### src/sv/ffsa_pkg.sv
// ============================================================================
// ffsa_pkg: shared types and constants
// Item structures, status codes and table sizes of the section allocator.
// ============================================================================
package ffsa_pkg;

   // Table depth and offset width are fixed here because the item
   // structures carry handles and offsets at exactly these widths.
   localparam int SECT_COUNT        = 16;
   localparam int AlignBytesDefault = 64;

   localparam int SIZE_W = 25;
   localparam int IDX_W  = $clog2(SECT_COUNT);
   localparam int OFF_W  = 24;

   localparam logic [SIZE_W-1:0] MEM_SIZE_RESET = 25'd16777216;

   localparam logic OP_ALLOC = 1'b0;
   localparam logic OP_FREE  = 1'b1;

   localparam logic [1:0] ST_OK       = 2'd0;
   localparam logic [1:0] ST_NO_SPACE = 2'd1;
   localparam logic [1:0] ST_NO_SLOT  = 2'd2;
   localparam logic [1:0] ST_BAD_SECT = 2'd3;

   typedef struct packed {
      logic              operation;
      logic [SIZE_W-1:0] request_size;
      logic [IDX_W-1:0]  section_index;
   } req_type;

   typedef struct packed {
      logic [1:0]       status;
      logic [IDX_W-1:0] handle;
      logic [OFF_W-1:0] start_offset;
   } rsp_type;

   // Controller to datapath commands.
   typedef struct packed {
      logic load;       // capture the item, clear the scan index
      logic scan_step;  // advance the free-slot scan
      logic walk_init;  // start the list walk at the head
      logic walk_step;  // advance the list walk
      logic commit;     // apply the decided update and emit a result
   } ffsa_cmd_type;

   // Datapath to controller status.
   typedef struct packed {
      logic scan_done;  // free slot found or table exhausted
      logic walk_done;  // decision reached in the list walk
   } ffsa_stat_type;

endpackage

### src/sv/ffsa_ctrl.sv
// ============================================================================
// ffsa_ctrl: allocator sequencer
// Steps one item through slot scan, list walk and commit.
// ============================================================================
module ffsa_ctrl (
   input  logic                   clock,
   input  logic                   reset,
   input  logic                   start,
   output logic                   busy,
   output ffsa_pkg::ffsa_cmd_type cmd,
   input  ffsa_pkg::ffsa_stat_type stat
);
   import ffsa_pkg::*;

   localparam logic [1:0] S_IDLE   = 2'd0;
   localparam logic [1:0] S_SCAN   = 2'd1;
   localparam logic [1:0] S_WALK   = 2'd2;
   localparam logic [1:0] S_COMMIT = 2'd3;

   logic [1:0] state_ff, state_in;

   always_comb begin
      state_in = state_ff;
      cmd      = '0;
      case (state_ff)
         S_IDLE: begin
            if (start) begin
               cmd.load = 1'b1;
               state_in = S_SCAN;
            end
         end
         S_SCAN: begin
            if (stat.scan_done) begin
               cmd.walk_init = 1'b1;
               state_in      = S_WALK;
            end else begin
               cmd.scan_step = 1'b1;
            end
         end
         S_WALK: begin
            if (stat.walk_done) begin
               state_in = S_COMMIT;
            end else begin
               cmd.walk_step = 1'b1;
            end
         end
         S_COMMIT: begin
            cmd.commit = 1'b1;
            state_in   = S_IDLE;
         end
         default: state_in = S_IDLE;
      endcase
   end

   always_ff @(posedge clock) begin
      if (reset) begin
         state_ff <= S_IDLE;
      end else begin
         state_ff <= state_in;
      end
   end

   assign busy = (state_ff != S_IDLE);

   a_commit_once: assert property (@(posedge clock) disable iff (reset)
      cmd.commit |=> !cmd.commit)
      else $error("commit repeated");
   a_load_idle: assert property (@(posedge clock) disable iff (reset)
      cmd.load |-> !busy)
      else $error("load while busy");
   a_walk_follows: assert property (@(posedge clock) disable iff (reset)
      cmd.walk_init |=> (state_ff == S_WALK))
      else $error("walk not entered");

endmodule

### src/sv/ffsa_datapath.sv
// ============================================================================
// ffsa_datapath: section table and decision logic
// Holds the section table, scans for a free slot and walks the sorted list.
// ============================================================================
module ffsa_datapath #(
   parameter int ALIGN_BYTES = ffsa_pkg::AlignBytesDefault
) (
   input  logic                        clock,
   input  logic                        reset,
   input  ffsa_pkg::req_type           req_item,
   input  logic [ffsa_pkg::SIZE_W-1:0] mem_size,
   input  ffsa_pkg::ffsa_cmd_type      cmd,
   output ffsa_pkg::ffsa_stat_type     stat,
   output logic                        rsp_valid,
   output ffsa_pkg::rsp_type           rsp_item
);
   import ffsa_pkg::*;

   localparam int SW  = $clog2(SECT_COUNT);
   localparam int LW  = SW + 1;                 // link with a none code
   localparam int AW  = 33;                     // wide enough for any sum
   localparam logic [LW-1:0] LINK_NONE = {LW{1'b1}};
   localparam logic [AW-1:0] ALIGN_W   = AW'(ALIGN_BYTES);
   // ALIGN_BYTES is a power of two, so the remainder is a mask.
   localparam logic [AW-1:0] ALIGN_MSK = AW'(ALIGN_BYTES - 1);
   localparam logic [AW-1:0] CAP_W     = AW'(64'd1 << OFF_W);

   // Section table. Starts are undefined until written.
   logic [OFF_W-1:0]       start_ff [SECT_COUNT];
   logic [SIZE_W-1:0]      len_ff   [SECT_COUNT];
   logic [LW-1:0]          link_ff  [SECT_COUNT];
   logic [LW-1:0]          head_ff;

   logic              op_ff;
   logic [AW-1:0]     size_ff;     // rounded request
   logic [IDX_W-1:0]  idx_ff;
   logic [SW:0]       scan_ff;     // free slot, SECT_COUNT when none
   logic              scan_done_ff;
   logic [LW-1:0]     cur_ff, prev_ff;
   logic [SW:0]       steps_ff;
   logic              done_ff;
   // Decision
   logic [1:0]        dst_ff;
   logic [AW-1:0]     dstart_ff;
   logic              wr_new_ff;   // write the new slot
   logic [LW-1:0]     new_link_ff;
   logic              wr_link_ff;  // relink section lnk_sel_ff
   logic [LW-1:0]     lnk_sel_ff, lnk_val_ff;
   logic              wr_head_ff;
   logic [LW-1:0]     head_val_ff;
   logic              clr_ff;      // free: clear length of idx

   logic rsp_valid_ff;
   rsp_type rsp_ff;

   function automatic logic [AW-1:0] align_up(input logic [AW-1:0] v);
      logic [AW-1:0] r;
      r = v & ALIGN_MSK;
      align_up = (r != '0) ? v - r + ALIGN_W : v;
   endfunction

   logic [AW-1:0] req_w, limit_w;
   assign req_w   = AW'(req_item.request_size);
   assign limit_w = (AW'(mem_size) > CAP_W) ? CAP_W : AW'(mem_size);

   logic          head_ok;
   logic [SW-1:0] head_i, cur_i, scan_i;
   logic [LW-1:0] nxt;
   logic          nxt_ok;
   logic [AW-1:0] cur_end, nxt_start, st_al;
   assign head_ok   = (head_ff != LINK_NONE) && (head_ff < LW'(SECT_COUNT));
   assign head_i    = head_ff[SW-1:0];
   assign cur_i     = cur_ff[SW-1:0];
   assign scan_i    = scan_ff[SW-1:0];
   assign nxt       = link_ff[cur_i];
   assign nxt_ok    = (nxt != LINK_NONE) && (nxt < LW'(SECT_COUNT));
   assign cur_end   = AW'(start_ff[cur_i]) + AW'(len_ff[cur_i]);
   assign nxt_start = AW'(start_ff[nxt[SW-1:0]]);
   assign st_al     = align_up(cur_end);

   assign stat.scan_done = scan_done_ff;
   assign stat.walk_done = done_ff;

   always_ff @(posedge clock) begin
      if (cmd.load) begin
         op_ff        <= req_item.operation;
         size_ff      <= align_up((req_w == '0) ? ALIGN_W : req_w);
         idx_ff       <= req_item.section_index;
         scan_ff      <= '0;
         scan_done_ff <= 1'b0;
      end else if (cmd.scan_step) begin
         if (len_ff[scan_i] == '0) begin
            scan_done_ff <= 1'b1;
         end else if (scan_ff == (SW+1)'(SECT_COUNT - 1)) begin
            scan_ff      <= (SW+1)'(SECT_COUNT);
            scan_done_ff <= 1'b1;
         end else begin
            scan_ff <= scan_ff + 1'b1;
         end
      end

      if (cmd.walk_init) begin
         wr_new_ff <= 1'b0;
         wr_link_ff <= 1'b0;
         wr_head_ff <= 1'b0;
         clr_ff     <= 1'b0;
         dstart_ff  <= '0;
         dst_ff     <= ST_OK;
         steps_ff   <= '0;
         cur_ff     <= head_ff;
         prev_ff    <= head_ff;
         done_ff    <= 1'b1;
         if (op_ff == OP_ALLOC) begin
            if (!head_ok) begin
               if (size_ff > limit_w) begin
                  dst_ff <= ST_NO_SPACE;
               end else begin
                  wr_new_ff   <= 1'b1;
                  scan_ff     <= '0;
                  new_link_ff <= LINK_NONE;
                  wr_head_ff  <= 1'b1;
                  head_val_ff <= '0;
               end
            end else if (scan_ff[SW]) begin
               dst_ff <= ST_NO_SLOT;
            end else if (AW'(start_ff[head_i]) >= size_ff) begin
               wr_new_ff   <= 1'b1;
               new_link_ff <= head_ff;
               wr_head_ff  <= 1'b1;
               head_val_ff <= LW'(scan_ff);
            end else begin
               done_ff <= 1'b0;
            end
         end else begin
            if (!head_ok || ({1'b0, idx_ff} >= (IDX_W+1)'(SECT_COUNT))) begin
               dst_ff <= ST_BAD_SECT;
            end else if (head_ff == LW'(idx_ff)) begin
               clr_ff      <= 1'b1;
               wr_head_ff  <= 1'b1;
               head_val_ff <= link_ff[head_i];
            end else begin
               cur_ff  <= link_ff[head_i];
               done_ff <= 1'b0;
            end
         end
      end else if (cmd.walk_step) begin
         steps_ff <= steps_ff + 1'b1;
         if (op_ff == OP_ALLOC) begin
            if (steps_ff == (SW+1)'(SECT_COUNT)) begin
               dst_ff  <= ST_NO_SPACE;
               done_ff <= 1'b1;
            end else if (!nxt_ok) begin
               done_ff <= 1'b1;
               if (st_al > limit_w || (limit_w - st_al) < size_ff) begin
                  dst_ff <= ST_NO_SPACE;
               end else begin
                  dstart_ff   <= st_al;
                  wr_new_ff   <= 1'b1;
                  new_link_ff <= LINK_NONE;
                  wr_link_ff  <= 1'b1;
                  lnk_sel_ff  <= cur_ff;
                  lnk_val_ff  <= LW'(scan_ff);
               end
            end else if (nxt_start > cur_end && (nxt_start - cur_end) > size_ff) begin
               done_ff     <= 1'b1;
               dstart_ff   <= cur_end;
               wr_new_ff   <= 1'b1;
               new_link_ff <= nxt;
               wr_link_ff  <= 1'b1;
               lnk_sel_ff  <= cur_ff;
               lnk_val_ff  <= LW'(scan_ff);
            end else begin
               cur_ff <= nxt;
            end
         end else begin
            if (steps_ff == (SW+1)'(SECT_COUNT) ||
                !((cur_ff != LINK_NONE) && (cur_ff < LW'(SECT_COUNT)))) begin
               dst_ff  <= ST_BAD_SECT;
               done_ff <= 1'b1;
            end else if (cur_ff == LW'(idx_ff)) begin
               done_ff    <= 1'b1;
               clr_ff     <= 1'b1;
               wr_link_ff <= 1'b1;
               lnk_sel_ff <= prev_ff;
               lnk_val_ff <= link_ff[cur_i];
            end else begin
               prev_ff <= cur_ff;
               cur_ff  <= link_ff[cur_i];
            end
         end
      end

      if (cmd.commit) begin
         if (wr_new_ff) begin
            start_ff[scan_i] <= dstart_ff[OFF_W-1:0];
         end
      end
   end

   // Length, link and head carry reset values.
   always_ff @(posedge clock) begin
      if (reset) begin
         for (int k = 0; k < SECT_COUNT; k++) begin
            len_ff[k]  <= '0;
            link_ff[k] <= LINK_NONE;
         end
         head_ff      <= LINK_NONE;
         rsp_valid_ff <= 1'b0;
      end else begin
         rsp_valid_ff <= cmd.commit;
         if (cmd.commit) begin
            if (wr_new_ff) begin
               len_ff[scan_i]  <= size_ff[SIZE_W-1:0];
               link_ff[scan_i] <= new_link_ff;
            end
            if (wr_link_ff) begin
               link_ff[lnk_sel_ff[SW-1:0]] <= lnk_val_ff;
            end
            if (clr_ff) begin
               len_ff[idx_ff[SW-1:0]] <= '0;
            end
            if (wr_head_ff) begin
               head_ff <= head_val_ff;
            end
         end
      end
   end

   always_ff @(posedge clock) begin
      if (cmd.commit) begin
         rsp_ff.status       <= dst_ff;
         rsp_ff.handle       <= (dst_ff == ST_OK && op_ff == OP_ALLOC) ?
                                IDX_W'(scan_ff) : '0;
         rsp_ff.start_offset <= (dst_ff == ST_OK && op_ff == OP_ALLOC) ?
                                OFF_W'(dstart_ff) : '0;
      end
   end

   assign rsp_valid = rsp_valid_ff;
   assign rsp_item  = rsp_ff;

   a_rsp_after_commit: assert property (@(posedge clock) disable iff (reset)
      rsp_valid |-> $past(cmd.commit))
      else $error("result without commit");
   a_ok_alloc_has_slot: assert property (@(posedge clock) disable iff (reset)
      (cmd.commit && op_ff == OP_ALLOC && dst_ff == ST_OK) |-> wr_new_ff)
      else $error("ok allocate writes no slot");
   a_free_clear: assert property (@(posedge clock) disable iff (reset)
      (cmd.commit && op_ff == OP_FREE && dst_ff == ST_OK) |-> clr_ff)
      else $error("ok free clears nothing");

endmodule

### src/sv/first_fit_section_allocator_unit.sv
// ============================================================================
// first_fit_section_allocator_unit: first-fit section allocator
// Allocates and frees ALIGN_BYTES aligned sections (64 by default) from a sorted linked table.
// ============================================================================
// Sequence: an item is accepted, then the slot scan stops at the first unused
// entry, then the list walk visits one section a cycle, then the decision is
// committed and the registered result follows.
// One item is in flight at a time; busy is high from accept until the result,
// so no new item is taken before the last one is through. The next item can be
// accepted in the cycle that carries the result. The strobe lasts one cycle and
// cannot stall. Reset (synchronous) empties the list, marks every section unused
// and restores the memory size register to 16 MiB.
module first_fit_section_allocator_unit #(
   parameter int ALIGN_BYTES  = ffsa_pkg::AlignBytesDefault
) (
   input  logic                        clock,
   input  logic                        reset,
   input  logic                        start,
   output logic                        busy,
   input  ffsa_pkg::req_type           req_item,
   output logic                        rsp_valid,
   output ffsa_pkg::rsp_type           rsp_item,
   input  logic                        csr_write,
   input  logic [ffsa_pkg::SIZE_W-1:0] csr_wdata
);
   import ffsa_pkg::*;

   // The memory size register is the only configuration state.
   logic [SIZE_W-1:0] mem_size_ff;

   always_ff @(posedge clock) begin
      if (reset) begin
         mem_size_ff <= MEM_SIZE_RESET;
      end else if (csr_write) begin
         mem_size_ff <= csr_wdata;
      end
   end

   ffsa_cmd_type  cmd;
   ffsa_stat_type stat;

   // The sequencer gates acceptance and steps the datapath.
   ffsa_ctrl u_ctrl (
      .clock (clock),
      .reset (reset),
      .start (start),
      .busy  (busy),
      .cmd   (cmd),
      .stat  (stat)
   );

   // The datapath owns the table and produces the result item.
   ffsa_datapath #(
      .ALIGN_BYTES  (ALIGN_BYTES)
   ) u_dp (
      .clock     (clock),
      .reset     (reset),
      .req_item  (req_item),
      .mem_size  (mem_size_ff),
      .cmd       (cmd),
      .stat      (stat),
      .rsp_valid (rsp_valid),
      .rsp_item  (rsp_item)
   );

   a_no_rsp_idle: assert property (@(posedge clock) disable iff (reset)
      rsp_valid |-> !busy)
      else $error("result while busy");
   a_accept_busy: assert property (@(posedge clock) disable iff (reset)
      (start && !busy) |=> busy)
      else $error("accept did not raise busy");
   a_one_rsp: assert property (@(posedge clock) disable iff (reset)
      rsp_valid |=> !rsp_valid)
      else $error("double result");

endmodule
### config.mk
export PLATFORM = sky130hd
export DESIGN_NAME = first_fit_section_allocator_unit
export DESIGN_NICKNAME = d
export VERILOG_FILES = /design/src/sv/ffsa_pkg.sv /design/src/sv/ffsa_ctrl.sv /design/src/sv/ffsa_datapath.sv /design/src/sv/first_fit_section_allocator_unit.sv
export SDC_FILE = /design/constraint.sdc
export NUM_CORES = 2
export LEC_CHECK = 0
export BUFFER_PORTS_ARGS = -buffer_cell sky130_fd_sc_hd__buf_4
export CORE_MARGIN = 2
export CORE_UTILIZATION = 58
export CTS_CLUSTER_DIAMETER = 50
export CTS_CLUSTER_SIZE = 20
export DETAILED_ROUTE_END_ITERATION = 6
export PLACE_DENSITY = 0.75
export SLEW_MARGIN = 10
export SYNTH_ARGS = -nofsm -noshare
export SYNTH_HDL_FRONTEND = slang
export SYNTH_SLANG_ARGS = --single-unit
### constraint.sdc
create_clock -name clock -period 9.92 [get_ports clock]
set_clock_uncertainty 0.1 [all_clocks]
set_input_delay 1.984 -clock clock [delete_from_list [all_inputs] [get_ports clock]]
set_output_delay 1.984 -clock clock [all_outputs]
set_load 0.01 [all_outputs]
### Word-level counts from Yosys, hierarchy flattened

Memory sizes are Yosys's and may differ from the RTL's. A register that Yosys moved wholly into a read port is not among the register bits.
Cells that the tools add are included.

* add/sub/neg operators: 9
* magnitude comparators: 10
* equality and inequality tests: 42
* mux-type cells: 156
* bitwise gates (word level): 3
* reductions and logical operators: 39

Operator list (number)
* $mux W5: 47
* $mux W25: 4
* $mux W4: 23
* $mux W24: 3
* $add A33 B7 Y33 const B: 2
* $gt A33 B33 Y1: 2
* $mux W33: 2
* $reduce_bool A33 Y1: 2
* $mux W1: 61
* $reduce_or A25 Y1: 2
* $ge A24 B33 Y1: 1
* $gt A33 B25 Y1: 1
* $logic_not A33 Y1: 1
* $lt A33 B33 Y1: 1
* $sub A25 B33 Y33: 1
* $sub A33 B6 Y33: 1
* $mux W2: 15
* $sub A24 B26 Y27: 1
* $sub A26 B6 Y27: 1
* $add A24 B25 Y26: 1
* $gt A24 B26 Y1: 1
* $gt A25 B25 Y1 const B: 1
* $logic_not A25 Y1: 1
* $ne A3 B2 Y1 const B: 7
* 32 further kinds: 77

* register bits: 171
* bits in writable memories: 864
* input port bits: 59
* output and inout bits: 32
* word-level logic and storage cells: 288
* memories kept: 3

Memories
* u_dp.len_ff: depth 16, bits a word 25, read ports 2, clocked after memory_dff 2, wr ports 16, line ffsa_datapath.sv:30 `logic [SIZE_W-1:0] len_ff [SECT_COUNT];`
* u_dp.start_ff: depth 16, bits a word 24, read ports 3, clocked after memory_dff 2, wr ports 1, line ffsa_datapath.sv:29 `logic [OFF_W-1:0] start_ff [SECT_COUNT];`
* u_dp.link_ff: depth 16, bits a word 5, read ports 2, clocked after memory_dff 2, wr ports 16, line ffsa_datapath.sv:31 `logic [LW-1:0] link_ff [SECT_COUNT];`

### Longest topological paths before layout

* word-level depth: 13
* mapped depth: 45
* depth with buffers taken out: 39

### Modules after synthesis

Synthesis repeated with hierarchy kept, for this count alone.

* cell total of the unflattened synthesis: 5081
* area total of the unflattened synthesis: 57401.3 µm²

Modules (own cells, without submodules)
* ffsa_datapath: instances 1, cells each 4979, area each 56302.7 µm², seq. area each 25824.8 µm²
* first_fit_section_allocator_unit: instances 1, cells each 81, area each 910.9 µm², seq. area each 500.5 µm²
* ffsa_ctrl: instances 1, cells each 21, area each 187.7 µm², seq. area each 40.0 µm²

### Least setup slack after synthesis

Ideal clock, no wire load.

* path kind: register to register
* from: reg with a tool-made name
* to: reg u_dp.lnk_sel_ff[0], enable pin
* setup time: 0.374 ns
* arrival: 9.634 ns
* data required time: 9.446 ns
* path slack: -0.188 ns
* cell stages (with the launch flop): 43
* period minus slack after synthesis: 10.108 ns
* cells stage by stage: dfxtp_1 > buf_4 > buf_2 > buf_2 > clkbuf_1 > buf_1 > mux4_2 > mux4_2 > ha_1 > buf_6 > and3_1 > nor3_2 > or4b_4 > a31oi_4 > xnor2_2 > clkinv_2 > nor2_1 > nand2_1 > (+7 left out) > a31oi_1 > or2_2 > and2_1 > maj3_1 > xnor2_1 > ha_1 > nand4_1 > nor4_1 > a221oi_1 > nand3_1 > a21oi_1 > o21ai_0 > o21a_1 > nand2b_1 > a2111oi_4 > a21oi_4 > a22o_1 > nor2_1

RTL lines
* end signal: assignment: line ffsa_datapath.sv:161 `lnk_sel_ff <= cur_ff;`
* end signal: assignment: line ffsa_datapath.sv:170 `lnk_sel_ff <= cur_ff;`
* end signal: assignment: line ffsa_datapath.sv:184 `lnk_sel_ff <= prev_ff;`
* end: declaration: line ffsa_datapath.sv:48 `logic [LW-1:0] lnk_sel_ff, lnk_val_ff;`

==> metrics.md <==
| Metric | Value |
|---|---|
| DRT Wirelength | `207000 um` |
| Min Tclk post-route | `9.79 ns` |
| Register area share after synthesis | `45.0%` |
| Top FF cell, synth | `edfxtp_1` |
| 1st-iter DRT viols | `7923` |
| Die area | `104000 sq um` |
| Largest net degree at the start of global routing | `89` |
| Area Growth Syn to Fin | `10.9%` |
| Cells after Synth | `5311` |
| CTS Buf Count | `105` |
| First-pass GRT wire length | `298000 um` |
| FP Rows | `117` |
| Number of cells after detailed placement | `6516` |
| Number of global-route vias before repair | `45.3k` |
| Grt ovf | `0` |
| Max-Slew Margin vs Limit | `3.78%` |
| H-tree depth | `3` |
| Nets | `5559` |
| WL per Instance | `30.7 um` |
| Crit path capture type | `flop` |
| Critical path's slowest cell | `mux4_4` |
| Post-CTS Hold Buffers | `0` |
| Non-filler instance count after layout | `6742` |
| Status | `finished, violations left` |
| Critical path data required time | `10.27 ns` |
| Worst Setup Slack post-DPL | `0.111 ns` |
| Critical Path AT | `10.14 ns` |
| Clock transition at path regs | `0.07 ns` |
| Clock tree sinks | `1043` |
| Setup-failing EPs final | `0` |
| Power Density | `197 nW/um^2` |
| Pre-antenna DRT Iters | `7` |
| Post-DP HPWL | `137000 um` |
| F_max | `0.102 GHz` |
| Vias | `48.0k` |
| EDFF count, synth | `566` |
| Clock root cell | `clkbuf_16` |
| Final-layout fill cell count | `7551` |
| I/O Buffers | `90` |
| Final setup margin | `0.127 ns` |
| DRT antenna net count | `0` |
| Die span in y | `323 um` |
| Placeable Area | `101000 sq um` |
| Synth warnings | `0` |
| Commonest cells after routing, fill and taps aside | `nand2_1 (1011), edfxtp_1 (566), a21oi_1 (539)` |
| Yosys cell types | `105` |
| Leak pwr | `23.2 nW` |
| Fin crit share | `98.7%` |
| Worst-Skew Late Latency | `0.74 ns` |
| Share of cells above drive strength 1 | `20.8%` |
| Max VDD drop | `164 uV` |
| Most common cell after layout, fill and taps aside | `nand2_1` |
| Post-synthesis async set-or-reset flop share | `0%` |
| Final hold vios | `0` |
| Slew @ Worst Pin | `1.42 ns` |
| Failing checks | `DRC` |
| Max_cap viols | `0` |
| Type of the most critical hold path | `flop to flop` |
| Drt via density | `7.12` |
| Total GRT Usage | `39.0%` |
| Antenna violations before repair | `15` |
| CTS tree | `done` |
| WS Path Type | `flop to flop` |
| Crit-path most repeated cell | `o21ai_0` |
| Slew Viols, Final | `0` |
| Post-route DRC | `19` |
| Startpoint types | `flop` |
| #FFs+latches synth | `1043` |
| Clock Path Buffers | `3` |
| Initial Util | `58.3%` |
| Highest fanout seen on the critical path | `24` |
| Mean Syn Cell Area | `11.1 sq um` |
| Cell Area, Synth | `59000 sq um` |
| Top-level I/O count | `91` |
| Final RePlAce weighted congestion | `1.06` |
| Die Wd | `323 um` |
| CP max stage delay | `0.66 ns` |
[synthesized netlist by cell type (56+ instances only)]
cell,count,share of area (%)
nor4_1,105,1.1
edfxtp_1,566,29
clkbuf_1,324,2.1
nor2_1,249,1.6
nand3_1,87,0.74
mux4_2,509,19
mux2i_1,70,1.2
a21oi_1,541,4.6
dfxtp_1,477,16
nand2_1,1011,6.4
a31oi_1,94,1.0
ha_1,220,4.7
inv_1,154,0.98
a21o_1,56,0.71
o21ai_0,105,0.89
xnor2_1,86,1.3
[metal layers]
metal	vias to the layer above	track usage [%]	share of wire (%)
li1	19900	-	-
met1	23200	51.2	35
met3	828	13.4	15
met5	-	0	0.058
met2	4088	56.2	43
met4	16	23.0	7.0
[flip-flops by register name, indices dropped and copies added, names as in the netlist, 2 cells and up, named ones only]
| signal | cells |
|---|---|
| mem_size_ff | 25 |
| u_ctrl.state_ff | 2 |
| u_dp.cur_ff | 5 |
| u_dp.dst_ff | 2 |
| u_dp.dstart_ff | 24 |
| u_dp.head_ff | 5 |
| u_dp.head_val_ff | 5 |
| u_dp.idx_ff | 4 |
| u_dp.len_ff | 400 |
| u_dp.link_ff | 80 |
| u_dp.lnk_sel_ff | 4 |
| u_dp.lnk_val_ff | 5 |
| u_dp.new_link_ff | 5 |
| u_dp.prev_ff | 4 |
| u_dp.rsp_item | 30 |
| u_dp.scan_ff | 5 |
| u_dp.size_ff | 33 |
| u_dp.start_ff | 384 |
| u_dp.steps_ff | 5 |
[what timing repair did]
item                                    CTS  global route
endpoints found under the setup margin    0            51
buffers inserted                          0            17
resized for setup                         0            42
[cells by family (layout without fill, tap and decap cells)]
logic type | Yosys count | count (layout) | share of synthesized area [%]
XOR/XNOR | 118 | 118 | 1.80
AO/OA/AOI/OAI | 1033 | 1034 | 10.7
adder cells (fa/ha/maj) | 224 | 224 | 4.78
flip-flops | 1043 | 1043 | 45.0
other | 2 | 18 | 0.0127
multiplexers | 611 | 613 | 21.2
AND/OR/NAND/NOR | 1719 | 1719 | 12.8
buffers and inverters | 561 | 605 | 3.66
[worst max-delay path: cells and delay by family, from the launching register on]
| kind | cells | cell delay (ns) |
|---|---|---|
| flip-flops | 1 | 0.47 |
| AND/OR/NAND/NOR | 6 | 1.27 |
| buffers and inverters | 3 | 0.65 |
| multiplexers | 4 | 2.04 |
| AO/OA/AOI/OAI | 18 | 4.15 |
| adder cells (fa/ha/maj) | 2 | 0.78 |
[final timing paths]
path | start | endpoint | cells after the start | slack (ns)
worst max-delay path | flop | u_dp.lnk_val_ff[0]$_DFFE_PP_ | 33 | 0.13
worst min-delay path | u_dp.len_ff[14][14]$_SDFFE_PP0P_ | u_dp.len_ff[14][14]$_SDFFE_PP0P_ | 2 | 0.37
worst max register to register | flop | u_dp.lnk_val_ff[0]$_DFFE_PP_ | 33 | 0.13
worst min register to register | u_dp.len_ff[14][14]$_SDFFE_PP0P_ | u_dp.len_ff[14][14]$_SDFFE_PP0P_ | 2 | 0.37
[layout make-up]
| type | instances | area, sq um | area share (%) |
|---|---|---|---|
| diodes | 5 | 12.5 | 0.0191 |
| clock inverters | 82 | 995 | 1.52 |
| repair buffers | 247 | 2100 | 3.21 |
| clock buffers | 117 | 2780 | 4.24 |
| multi-input cells | 3721 | 30700 | 46.9 |
| well taps | 1368 | 1710 | 2.61 |
| flip-flops and latches | 1043 | 26600 | 40.6 |
| inverters | 159 | 598 | 0.914 |
[metrics by stage]
stage	total power [mW]	hold slack [ns]	utilization (%)	setup TNS, ns	cell area, sq um
floorplan	7.24	0.327	-	0	59100
global route	13.3	0.383	64.6	-2.87	65500
global placement	8.35	0.355	60.4	0	61200
detailed placement	8.40	0.361	60.4	0	61200
finish	12.9	0.371	64.6	0	65500
CTS	12.7	0.369	64.1	0	65000
[power by group]
part | internal [mW] | switching [mW]
sequential | 4.77 | 0.256
clock | 2.37 | 1.98
combinational | 1.34 | 2.16
total | 8.48 | 4.40
No activity file was read; power rests on OpenSTA's default activity.
